**config.mk**
```make
export PLATFORM = sky130hd
export DESIGN_NAME = sign_threshold_network_iteration
export DESIGN_NICKNAME = d
export VERILOG_FILES = /design/src/hdl/stni_pkg.sv /design/src/hdl/sign_threshold_network_iteration.sv /design/src/hdl/stni_wmem.sv /design/src/hdl/stni_smem.sv /design/src/hdl/stni_mac.sv /design/src/hdl/stni_seq.sv
export SDC_FILE = /design/constraint.sdc
export NUM_CORES = 2
export LEC_CHECK = 0
export BUFFER_PORTS_ARGS = -buffer_cell sky130_fd_sc_hd__buf_4
export CELL_PAD_IN_SITES_DETAIL_PLACEMENT = 2
export CELL_PAD_IN_SITES_GLOBAL_PLACEMENT = 2
export CORE_MARGIN = 2
export CORE_UTILIZATION = 30
export DETAILED_ROUTE_END_ITERATION = 8
export PLACE_DENSITY_LB_ADDON = 0.08
export SYNTH_ARGS = -nofsm -noshare
export SYNTH_HDL_FRONTEND = slang
export SYNTH_HIERARCHICAL = 1
export SYNTH_MEMORY_MAX_BITS = 65536
export SYNTH_SLANG_ARGS = --single-unit
```
**constraint.sdc**
```tcl
create_clock -name clk -period 8.5 [get_ports clk]
set_input_delay 0 -clock clk [delete_from_list [all_inputs] [get_ports clk]]
set_output_delay 0 -clock clk [all_outputs]
set_load 0.02 [all_outputs]
```
**src/hdl/stni_pkg.sv**
```systemverilog
// Shared types and constants for the sign-threshold network iteration block.
// Used by every module of the block and by its port checker.
`default_nettype none

package stni_pkg;

  localparam int IN_W     = 32;
  localparam int OUT_W    = 8;
  localparam int MODE_W   = 2;
  localparam int GENE_W   = 6;
  localparam int WEIGHT_W = 16;
  localparam int TRIT_W   = 2;
  localparam int STEP_W   = 16;

  localparam logic [STEP_W-1:0] STEP_RESET = 16'd20;

  // Bit positions of the input fields inside in_tdata.
  localparam int MODE_LSB   = 0;
  localparam int ROW_LSB    = MODE_LSB + MODE_W;
  localparam int COL_LSB    = ROW_LSB + GENE_W;
  localparam int WEIGHT_LSB = COL_LSB + GENE_W;
  localparam int INIT_LSB   = WEIGHT_LSB + WEIGHT_W;

  typedef enum logic [MODE_W-1:0] {
    MODE_WEIGHT = 2'd0,
    MODE_INIT   = 2'd1,
    MODE_RUN    = 2'd2
  } mode_t;

  typedef enum logic [2:0] {
    ST_IDLE,
    ST_STEP,
    ST_EMIT_RD,
    ST_EMIT_LD,
    ST_EMIT_HOLD
  } seq_state_t;

  // Regions of the state memory: the initial vector and two ping-pong banks.
  typedef logic [1:0] rgn_t;
  localparam rgn_t RGN_INIT = 2'd0;
  localparam rgn_t RGN_A    = 2'd1;
  localparam rgn_t RGN_B    = 2'd2;

  typedef logic [TRIT_W-1:0] trit_t;
  localparam trit_t TRIT_ZERO = 2'b00;
  localparam trit_t TRIT_POS  = 2'b01;
  localparam trit_t TRIT_NEG  = 2'b11;

  // Control that travels with a weight/state read into the accumulate stage.
  typedef struct packed {
    logic vld;
    logic first;
    logic last;
  } mac_ctl_t;

  // The unused pattern 2'b10 saturates to -1.
  function automatic trit_t trit_sat(input logic [TRIT_W-1:0] v);
    trit_t t;
    case (v) inside
      2'b00:        t = TRIT_ZERO;
      2'b01:        t = TRIT_POS;
      2'b10, 2'b11: t = TRIT_NEG;
      default:      t = TRIT_ZERO;
    endcase
    return t;
  endfunction

endpackage

`default_nettype wire

```
**src/hdl/sign_threshold_network_iteration.sv**
```systemverilog
// Sign-threshold gene network iteration. Input beats either load one weight
// W(i,j) or one initial state trit, or start a run. A run applies step_count
// synchronous updates, each reading all GENES*GENES weights (one weight read
// per cycle from the weight memory), then emits GENES result beats, each
// passing through the state memory read and the output register.
// No input beat is taken while a run is in progress. The initial vector reads
// as zero until written; weights must be written before a run uses them.
`default_nettype none

module sign_threshold_network_iteration
  import stni_pkg::*;
#(
  parameter int GENES = 16
) (
  input  wire                  clk,
  input  wire                  rst_n,
  input  wire                  cfg_wr_en,
  input  wire  [STEP_W-1:0]    cfg_wr_data,  // step_count
  input  wire                  in_tvalid,
  output logic                 in_tready,
  // mode[1:0], row_index[7:2], col_index[13:8], weight[29:14], init_value[31:30]
  input  wire  [IN_W-1:0]      in_tdata,
  output logic                 out_tvalid,
  input  wire                  out_tready,
  // gene_index[5:0], final_value[7:6]
  output logic [OUT_W-1:0]     out_tdata,
  output logic                 out_tlast
);

  localparam int IDX_W = $clog2(GENES);

  logic                w_wr_en;
  logic [2*IDX_W-1:0]  w_wr_addr;
  logic [WEIGHT_W-1:0] w_wr_data;
  logic                w_rd_en;
  logic [2*IDX_W-1:0]  w_rd_addr;
  logic [WEIGHT_W-1:0] w_rd_data;
  logic                s_wr_en;
  rgn_t                s_wr_rgn;
  logic [IDX_W-1:0]    s_wr_idx;
  trit_t               s_wr_data;
  logic                s_rd_en;
  rgn_t                s_rd_rgn;
  logic [IDX_W-1:0]    s_rd_idx;
  trit_t               s_rd_data;
  mac_ctl_t            mac_ctl;
  logic                mac_res_vld;
  trit_t               mac_res_trit;

  stni_seq #(.GENES(GENES), .IDX_W(IDX_W)) u_seq (
    .clk          (clk),
    .rst_n        (rst_n),
    .cfg_wr_en    (cfg_wr_en),
    .cfg_wr_data  (cfg_wr_data),
    .in_tvalid    (in_tvalid),
    .in_tready    (in_tready),
    .in_tdata     (in_tdata),
    .out_tvalid   (out_tvalid),
    .out_tready   (out_tready),
    .out_tdata    (out_tdata),
    .out_tlast    (out_tlast),
    .w_wr_en      (w_wr_en),
    .w_wr_addr    (w_wr_addr),
    .w_wr_data    (w_wr_data),
    .w_rd_en      (w_rd_en),
    .w_rd_addr    (w_rd_addr),
    .s_wr_en      (s_wr_en),
    .s_wr_rgn     (s_wr_rgn),
    .s_wr_idx     (s_wr_idx),
    .s_wr_data    (s_wr_data),
    .s_rd_en      (s_rd_en),
    .s_rd_rgn     (s_rd_rgn),
    .s_rd_idx     (s_rd_idx),
    .s_rd_data    (s_rd_data),
    .mac_ctl      (mac_ctl),
    .mac_res_vld  (mac_res_vld),
    .mac_res_trit (mac_res_trit)
  );

  stni_wmem #(.IDX_W(IDX_W)) u_wmem (
    .clk     (clk),
    .wr_en   (w_wr_en),
    .wr_addr (w_wr_addr),
    .wr_data (w_wr_data),
    .rd_en   (w_rd_en),
    .rd_addr (w_rd_addr),
    .rd_data (w_rd_data)
  );

  stni_smem #(.GENES(GENES), .IDX_W(IDX_W)) u_smem (
    .clk     (clk),
    .rst_n   (rst_n),
    .wr_en   (s_wr_en),
    .wr_rgn  (s_wr_rgn),
    .wr_idx  (s_wr_idx),
    .wr_data (s_wr_data),
    .rd_en   (s_rd_en),
    .rd_rgn  (s_rd_rgn),
    .rd_idx  (s_rd_idx),
    .rd_data (s_rd_data)
  );

  stni_mac #(.IDX_W(IDX_W)) u_mac (
    .clk      (clk),
    .ctl      (mac_ctl),
    .weight   (w_rd_data),
    .src      (s_rd_data),
    .res_vld  (mac_res_vld),
    .res_trit (mac_res_trit)
  );

endmodule

`default_nettype wire

```
**src/hdl/stni_wmem.sv**
```systemverilog
// Weight memory: one write port, one read port with a registered read.
// Depends on stni_pkg for the weight width.
`default_nettype none

module stni_wmem
  import stni_pkg::*;
#(
  parameter int IDX_W = 4
) (
  input  wire                        clk,
  input  wire                        wr_en,
  input  wire  [2*IDX_W-1:0]         wr_addr,
  input  wire  [WEIGHT_W-1:0]        wr_data,
  input  wire                        rd_en,
  input  wire  [2*IDX_W-1:0]         rd_addr,
  output logic [WEIGHT_W-1:0]        rd_data
);

  localparam int DEPTH = 1 << (2 * IDX_W);

  logic [WEIGHT_W-1:0] mem [DEPTH];

  always_ff @(posedge clk) begin
    if (wr_en) begin
      mem[wr_addr] <= wr_data;
    end
  end

  always_ff @(posedge clk) begin
    if (rd_en) begin
      rd_data <= mem[rd_addr];
    end
  end

endmodule

`default_nettype wire

```
**src/hdl/stni_smem.sv**
```systemverilog
// State memory: initial vector plus two ping-pong banks, registered read.
// Entries of the initial region read as zero until written. Depends on stni_pkg.
`default_nettype none

module stni_smem
  import stni_pkg::*;
#(
  parameter int GENES = 16,
  parameter int IDX_W = 4
) (
  input  wire              clk,
  input  wire              rst_n,
  input  wire              wr_en,
  input  wire  rgn_t       wr_rgn,
  input  wire  [IDX_W-1:0] wr_idx,
  input  wire  trit_t      wr_data,
  input  wire              rd_en,
  input  wire  rgn_t       rd_rgn,
  input  wire  [IDX_W-1:0] rd_idx,
  output trit_t            rd_data
);

  localparam int DEPTH = 3 << IDX_W;

  trit_t              mem [DEPTH];
  trit_t              mem_q_r;
  logic               rd_ok_r;
  logic [GENES-1:0]   init_vld_r;

  always_ff @(posedge clk) begin
    if (wr_en) begin
      mem[{wr_rgn, wr_idx}] <= wr_data;
    end
  end

  always_ff @(posedge clk) begin
    if (rd_en) begin
      mem_q_r <= mem[{rd_rgn, rd_idx}];
      rd_ok_r <= (rd_rgn != RGN_INIT) || init_vld_r[rd_idx];
    end
  end

  always_ff @(posedge clk) begin
    if (!rst_n) begin
      init_vld_r <= '0;
    end else if (wr_en && (wr_rgn == RGN_INIT)) begin
      init_vld_r[wr_idx] <= 1'b1;
    end
  end

  assign rd_data = rd_ok_r ? mem_q_r : TRIT_ZERO;

endmodule

`default_nettype wire

```
**src/hdl/stni_mac.sv**
```systemverilog
// Accumulate stage: adds or subtracts one weight per cycle by the source trit
// and gives the sign of the column sum on its last term. Depends on stni_pkg.
`default_nettype none

module stni_mac
  import stni_pkg::*;
#(
  parameter int IDX_W = 4
) (
  input  wire                 clk,
  input  wire  mac_ctl_t      ctl,
  input  wire  [WEIGHT_W-1:0] weight,
  input  wire  trit_t         src,
  output logic                res_vld,
  output trit_t               res_trit
);

  // Up to 2**IDX_W terms of 16 bits, plus one bit of sign headroom.
  localparam int ACC_W = WEIGHT_W + IDX_W + 1;

  logic signed [ACC_W-1:0] acc_r;
  logic signed [ACC_W-1:0] acc_nxt;
  logic signed [ACC_W-1:0] wext;
  logic signed [ACC_W-1:0] term;

  always_comb begin
    wext = {{(ACC_W-WEIGHT_W){weight[WEIGHT_W-1]}}, weight};
    case (src)
      TRIT_POS: term = wext;
      TRIT_NEG: term = -wext;
      default:  term = '0;
    endcase
    acc_nxt = (ctl.first ? '0 : acc_r) + term;
  end

  always_ff @(posedge clk) begin
    if (ctl.vld) begin
      acc_r <= acc_nxt;
    end
  end

  assign res_vld  = ctl.vld && ctl.last;
  assign res_trit = (acc_nxt > 0) ? TRIT_POS : ((acc_nxt < 0) ? TRIT_NEG : TRIT_ZERO);

endmodule

`default_nettype wire

```
**src/hdl/stni_seq.sv**
```systemverilog
// Sequencer: input decode, step/column/row counters, memory addressing,
// ping-pong bank choice and the result register. Depends on stni_pkg.
`default_nettype none

module stni_seq
  import stni_pkg::*;
#(
  parameter int GENES = 16,
  parameter int IDX_W = 4
) (
  input  wire                  clk,
  input  wire                  rst_n,
  input  wire                  cfg_wr_en,
  input  wire  [STEP_W-1:0]    cfg_wr_data,
  input  wire                  in_tvalid,
  output logic                 in_tready,
  input  wire  [IN_W-1:0]      in_tdata,
  output logic                 out_tvalid,
  input  wire                  out_tready,
  output logic [OUT_W-1:0]     out_tdata,
  output logic                 out_tlast,
  output logic                 w_wr_en,
  output logic [2*IDX_W-1:0]   w_wr_addr,
  output logic [WEIGHT_W-1:0]  w_wr_data,
  output logic                 w_rd_en,
  output logic [2*IDX_W-1:0]   w_rd_addr,
  output logic                 s_wr_en,
  output rgn_t                 s_wr_rgn,
  output logic [IDX_W-1:0]     s_wr_idx,
  output trit_t                s_wr_data,
  output logic                 s_rd_en,
  output rgn_t                 s_rd_rgn,
  output logic [IDX_W-1:0]     s_rd_idx,
  input  wire  trit_t          s_rd_data,
  output mac_ctl_t             mac_ctl,
  input  wire                  mac_res_vld,
  input  wire  trit_t          mac_res_trit
);

  localparam logic [IDX_W-1:0] IDX_LAST = IDX_W'(GENES - 1);
  localparam logic [GENE_W:0]  GENES_X  = (GENE_W + 1)'(GENES);

  seq_state_t         st_r, st_nxt;
  logic [STEP_W-1:0]  step_cnt_r;
  logic [STEP_W-1:0]  step_r, step_nxt;
  logic [IDX_W-1:0]   i_r, i_nxt;
  logic [IDX_W-1:0]   j_r, j_nxt;
  logic [IDX_W-1:0]   k_r, k_nxt;
  rgn_t               fin_rgn_r, fin_rgn_nxt;
  mac_ctl_t           ctl_r, ctl_nxt;
  logic [IDX_W-1:0]   j_d_r;
  rgn_t               dest_d_r;
  trit_t              out_trit_r;

  logic               in_acc;
  mode_t              in_mode;
  logic [GENE_W-1:0]  in_row;
  logic [GENE_W-1:0]  in_col;
  logic               row_ok;
  logic               col_ok;
  rgn_t               src_rgn;
  rgn_t               dest_rgn;
  logic               step_done;
  logic               last_step;

  assign in_mode = mode_t'(in_tdata[MODE_LSB +: MODE_W]);
  assign in_row  = in_tdata[ROW_LSB +: GENE_W];
  assign in_col  = in_tdata[COL_LSB +: GENE_W];
  assign row_ok  = {1'b0, in_row} < GENES_X;
  assign col_ok  = {1'b0, in_col} < GENES_X;
  assign in_acc  = in_tvalid && in_tready;

  // Step 0 reads the initial vector; later steps alternate between the banks.
  assign src_rgn   = (step_r == '0) ? RGN_INIT : (step_r[0] ? RGN_A : RGN_B);
  assign dest_rgn  = step_r[0] ? RGN_B : RGN_A;
  assign step_done = (i_r == IDX_LAST) && (j_r == IDX_LAST);
  assign last_step = ({1'b0, step_r} + 1'b1) == {1'b0, step_cnt_r};

  // Next state.
  always_comb begin
    st_nxt = st_r;
    unique case (st_r)
      ST_IDLE: begin
        if (in_acc && (in_mode == MODE_RUN)) begin
          st_nxt = (step_cnt_r == '0) ? ST_EMIT_RD : ST_STEP;
        end
      end
      ST_STEP: begin
        if (step_done && last_step) begin
          st_nxt = ST_EMIT_RD;
        end
      end
      ST_EMIT_RD:   st_nxt = ST_EMIT_LD;
      ST_EMIT_LD:   st_nxt = ST_EMIT_HOLD;
      ST_EMIT_HOLD: begin
        if (out_tready) begin
          st_nxt = (k_r == IDX_LAST) ? ST_IDLE : ST_EMIT_RD;
        end
      end
      default:      st_nxt = ST_IDLE;
    endcase
  end

  // Outputs and memory controls.
  always_comb begin
    in_tready  = 1'b0;
    out_tvalid = 1'b0;
    w_rd_en    = 1'b0;
    s_rd_en    = 1'b0;
    s_rd_rgn   = src_rgn;
    s_rd_idx   = i_r;
    ctl_nxt    = '0;
    unique case (st_r)
      ST_IDLE:      in_tready = 1'b1;
      ST_STEP: begin
        w_rd_en       = 1'b1;
        s_rd_en       = 1'b1;
        ctl_nxt.vld   = 1'b1;
        ctl_nxt.first = (i_r == '0);
        ctl_nxt.last  = (i_r == IDX_LAST);
      end
      ST_EMIT_RD: begin
        s_rd_en  = 1'b1;
        s_rd_rgn = fin_rgn_r;
        s_rd_idx = k_r;
      end
      ST_EMIT_LD:   ;
      ST_EMIT_HOLD: out_tvalid = 1'b1;
      default:      ;
    endcase
  end

  assign w_rd_addr = {i_r, j_r};
  assign w_wr_en   = in_acc && (in_mode == MODE_WEIGHT) && row_ok && col_ok;
  assign w_wr_addr = {in_row[IDX_W-1:0], in_col[IDX_W-1:0]};
  assign w_wr_data = in_tdata[WEIGHT_LSB +: WEIGHT_W];

  // Column results and initial-state writes never fall in the same cycle.
  always_comb begin
    if (mac_res_vld) begin
      s_wr_en   = 1'b1;
      s_wr_rgn  = dest_d_r;
      s_wr_idx  = j_d_r;
      s_wr_data = mac_res_trit;
    end else begin
      s_wr_en   = in_acc && (in_mode == MODE_INIT) && row_ok;
      s_wr_rgn  = RGN_INIT;
      s_wr_idx  = in_row[IDX_W-1:0];
      s_wr_data = trit_sat(in_tdata[INIT_LSB +: TRIT_W]);
    end
  end

  // Counters.
  always_comb begin
    step_nxt    = step_r;
    i_nxt       = i_r;
    j_nxt       = j_r;
    k_nxt       = k_r;
    fin_rgn_nxt = fin_rgn_r;
    case (st_r)
      ST_IDLE: begin
        step_nxt    = '0;
        i_nxt       = '0;
        j_nxt       = '0;
        k_nxt       = '0;
        fin_rgn_nxt = RGN_INIT;
      end
      ST_STEP: begin
        i_nxt = (i_r == IDX_LAST) ? '0 : i_r + 1'b1;
        if (i_r == IDX_LAST) begin
          j_nxt = (j_r == IDX_LAST) ? '0 : j_r + 1'b1;
        end
        if (step_done) begin
          if (last_step) begin
            fin_rgn_nxt = dest_rgn;
          end else begin
            step_nxt = step_r + 1'b1;
          end
        end
      end
      ST_EMIT_HOLD: begin
        if (out_tready && (k_r != IDX_LAST)) begin
          k_nxt = k_r + 1'b1;
        end
      end
      default: ;
    endcase
  end

  always_ff @(posedge clk) begin
    if (!rst_n) begin
      st_r       <= ST_IDLE;
      step_cnt_r <= STEP_RESET;
      step_r     <= '0;
      i_r        <= '0;
      j_r        <= '0;
      k_r        <= '0;
      fin_rgn_r  <= RGN_INIT;
      ctl_r      <= '0;
    end else begin
      st_r      <= st_nxt;
      step_r    <= step_nxt;
      i_r       <= i_nxt;
      j_r       <= j_nxt;
      k_r       <= k_nxt;
      fin_rgn_r <= fin_rgn_nxt;
      ctl_r     <= ctl_nxt;
      if (cfg_wr_en) begin
        step_cnt_r <= cfg_wr_data;
      end
    end
  end

  always_ff @(posedge clk) begin
    j_d_r    <= j_r;
    dest_d_r <= dest_rgn;
    if (st_r == ST_EMIT_LD) begin
      out_trit_r <= s_rd_data;
    end
  end

  assign mac_ctl   = ctl_r;
  assign out_tdata = {out_trit_r, GENE_W'(k_r)};
  assign out_tlast = (k_r == IDX_LAST);

endmodule

`default_nettype wire

```
==> results.toml <==
[run_status]
status = "finished, violations left"
violations = "max-capacitance violations"

[yosys]
synthTopCellsByCount = "4234 x edfxtp_1, 816 x mux4_2, 585 x mux2i_1"
ys_ff_latch = 4308
yosysSeqAreaShare_pct = 75.8
synth.distinct_cells = 91
netlist_instances = 8344
synth_area_leader_cell = "edfxtp_1"
syn_area_mm2 = 0.170
synth_most_common_cell = "edfxtp_1"
synth_top_flop_cell = "edfxtp_1"
avgSynthCellArea_um2 = 20.3
synth_top_area_share_pct = 74.9
ys_warn_count = 6
ys_async_sr_fraction_pct = 0
synth_area_leaders = "edfxtp_1 75%, mux4_2 11%, mux2i_1 3.4%, o221ai_1 1.3%, dfxtp_1 0.87%"
synth_edf_count = 4234

[route]
drtAntennaViolNets = 0
drc = 0
totalWireLength_mm = 576
drtIter0Drc = 7106
avgViaCountPerCell = 5.15
num_vias = 87100
post_drt_wl_per_cell_um = 34.1
first_pass_iters = 5

[clocking]
ctsHtreeMaxLevel = 6
clk_path_buf_depth = 4
cts_setup_buffers = 0
clock-sinks = 4308
cts_tree = "yes"
worstSkewPairLatency_ns = 1.06
clkTransAtPathRegs_ns = 0.06
cts-resized-gates = 0
root_buffer = "clkbuf_16"
cts_buffers = 525

[setup_path]
worstPathMaxFanout = 48
crit_required_ns = 9.22
start_kind = "register"
worstSetupEndpointType = "register"
path_class = "reg -> reg"
critical_path_arrival_ns = 6.56

[floorplanning]
io-pin-count = 64
die_width_um = 756
core-area_mm2 = 0.564
die_area_mm2 = 0.572
chipHeight_um = 756
start_util_pct = 30.1
num_rows = 276

[global_routing]
grt_pass1_vias = 94100
grt_pass1_wl_mm = 795
grt_start_max_net_pins = 148
grt.overflow.total = 0
grt_usage_pct = 19.8
antenna_found_initial = 45

[power]
leakagePower_nw = 58.8
irDropWorstVdd_v = 0.000194
power_density_mw_per_mm2 = 229

[final_layout]
syn_to_final_growth_pct = 17.0
final_nets = 9050
drive_above_1_share_pct = 25.3
stdcell_area_mm2 = 0.199

[timing]
timing.fmax_mhz = 171
period_share_pct = 68.7
rsz0062_at_grt = "false"
setup_viol = 0
tns_ns = 0
drv_slew = 0
clock_skew_ns = 0.0504
hold_viol_final = 0
tightest_slew_ns = 1.48
min_period_ns = 5.84
maxSlewHeadroom_pct = 1.35

[placement]
gp_congestion = 0.779
post-dp-hpwl_mm = 348
placed_cell_area_mm2 = 0.181
port_buffers = 61

[job]
maxCapViolCount = 1

[min_path]
hold_path_class = "in -> reg"
metal layers:
metal | global-route usage [%] | part of all wire (%) | vias to the layer above
li1 | - | - | 36300
met1 | 27.3 | 45 | 48500
met2 | 33.8 | 50 | 1668
met3 | 2.21 | 3.5 | 622
met4 | 4.28 | 2.2 | 0
met5 | 0 | 0 | -
state kept, by name (all words and copies together), names as in the netlist, 2 cells and up:
register and flops:
u_seq/step_r 16, u_seq/j_d_r 4, u_smem/mem 96, u_mac/acc_r 21
u_wmem/mem 4096, u_seq/j_r 4, u_seq/k_r 4, u_seq/i_r 4
u_seq/out_trit_r 2, u_seq/step_cnt_r 16, u_seq/st_r 3, u_seq/mac_ctl 3
u_seq/fin_rgn_r 2, u_smem/init_vld_r 16, u_smem/mem_q_r 2, u_wmem/rd_data 16
u_seq/dest_d_r 2
area by class of cell:
type,instances,area [um2]
Antenna cell,21,52.6
Clock buffer,691,14100
Clock inverter,246,2010
Fill cell,54700,366000
Inverter,22,95.1
Multi-Input combinational cell,3488,38700
Sequential cell,4308,129000
Tap cell,7506,9390
Timing Repair Buffer,624,5560
worst paths after layout:
path / from / to / slack (ns) / cells past startpoint
max: u_wmem/rd_data[2] / u_smem/mem[18][0] / 2.66 / 17
min: in_tdata[26] / u_wmem/mem[170][12] / 0.1 / 2
max reg2reg: u_wmem/rd_data[2] / u_smem/mem[18][0] / 2.66 / 17
min reg2reg: u_smem/init_vld_r[0] / u_smem/init_vld_r[0] / 0.46 / 1
per-stage QoR:
stage	utilization, %	setup WS [ns]	power, mW	instances	hold slack, ns
CTS	35.2	2.58	46.2	16900	0.00446
finish	35.2	2.66	45.5	16900	0.0985
global route	35.2	2.35	47.0	16900	0.0665
global placement	32.1	2.51	24.6	15800	0.225
floorplan	-	2.72	24.2	8345	0.129
detailed placement	32.1	2.59	24.6	15800	0.238
cell families after synthesis:
kind of cell / Yosys count / synth area share, %
multiplexers: 1516 / 15.1
AND/OR/NAND/NOR: 927 / 2.67
flip-flops: 4308 / 75.8
AO/OA/AOI/OAI: 958 / 4.04
XOR/XNOR: 57 / 0.299
other: 1 / 0.00221
buffers and inverters: 549 / 1.90
adder cells (fa/ha/maj): 28 / 0.211
cells in the final DEF (no fill, tap or decap), types with 153 or more instances in the layout:
| cell type | netlist | layout |
|---|---|---|
| a21oi_1 | 202 | 202 |
| buf_4 | 63 | 458 |
| clkbuf_16 | 0 | 539 |
| edfxtp_1 | 4234 | 4234 |
| mux2i_1 | 585 | 585 |
| mux4_2 | 816 | 816 |
| nor2_1 | 378 | 193 |
| nor2_2 | 0 | 159 |
| o221ai_1 | 252 | 252 |
| o22ai_1 | 153 | 153 |
critical path, stage by stage (launching register included):
cell      delay [ns]
edfxtp_1        0.45
or3_1           0.41
or2_2           0.30
o41ai_1         0.31
xnor2_1         0.13
and2_1          0.20
ha_1            0.37
a21oi_1         0.43
o211ai_1        0.21
a21oi_1         0.36
o311ai_0        0.30
or2_2           0.37
xor2_1          0.16
or4_1           0.53
or4_1           0.49
nand2_1         0.10
o21ai_2         0.07
buf_4           0.30
what timing repair did:
action / CTS / global route
endpoints found under the setup margin: 0 / 0
hold endpoints to repair: 3261 / 0
hold buffers: 117 / 0
where the power goes:
part / internal, mW / switching (mW) / leakage, nW
Sequential: 23.3 / 0.0188 / 38.6
Clock: 12.3 / 8.99 / 7.84
Combinational: 0.179 / 0.673 / 12.4
Note: power is estimated with default switching activity, not from simulation.
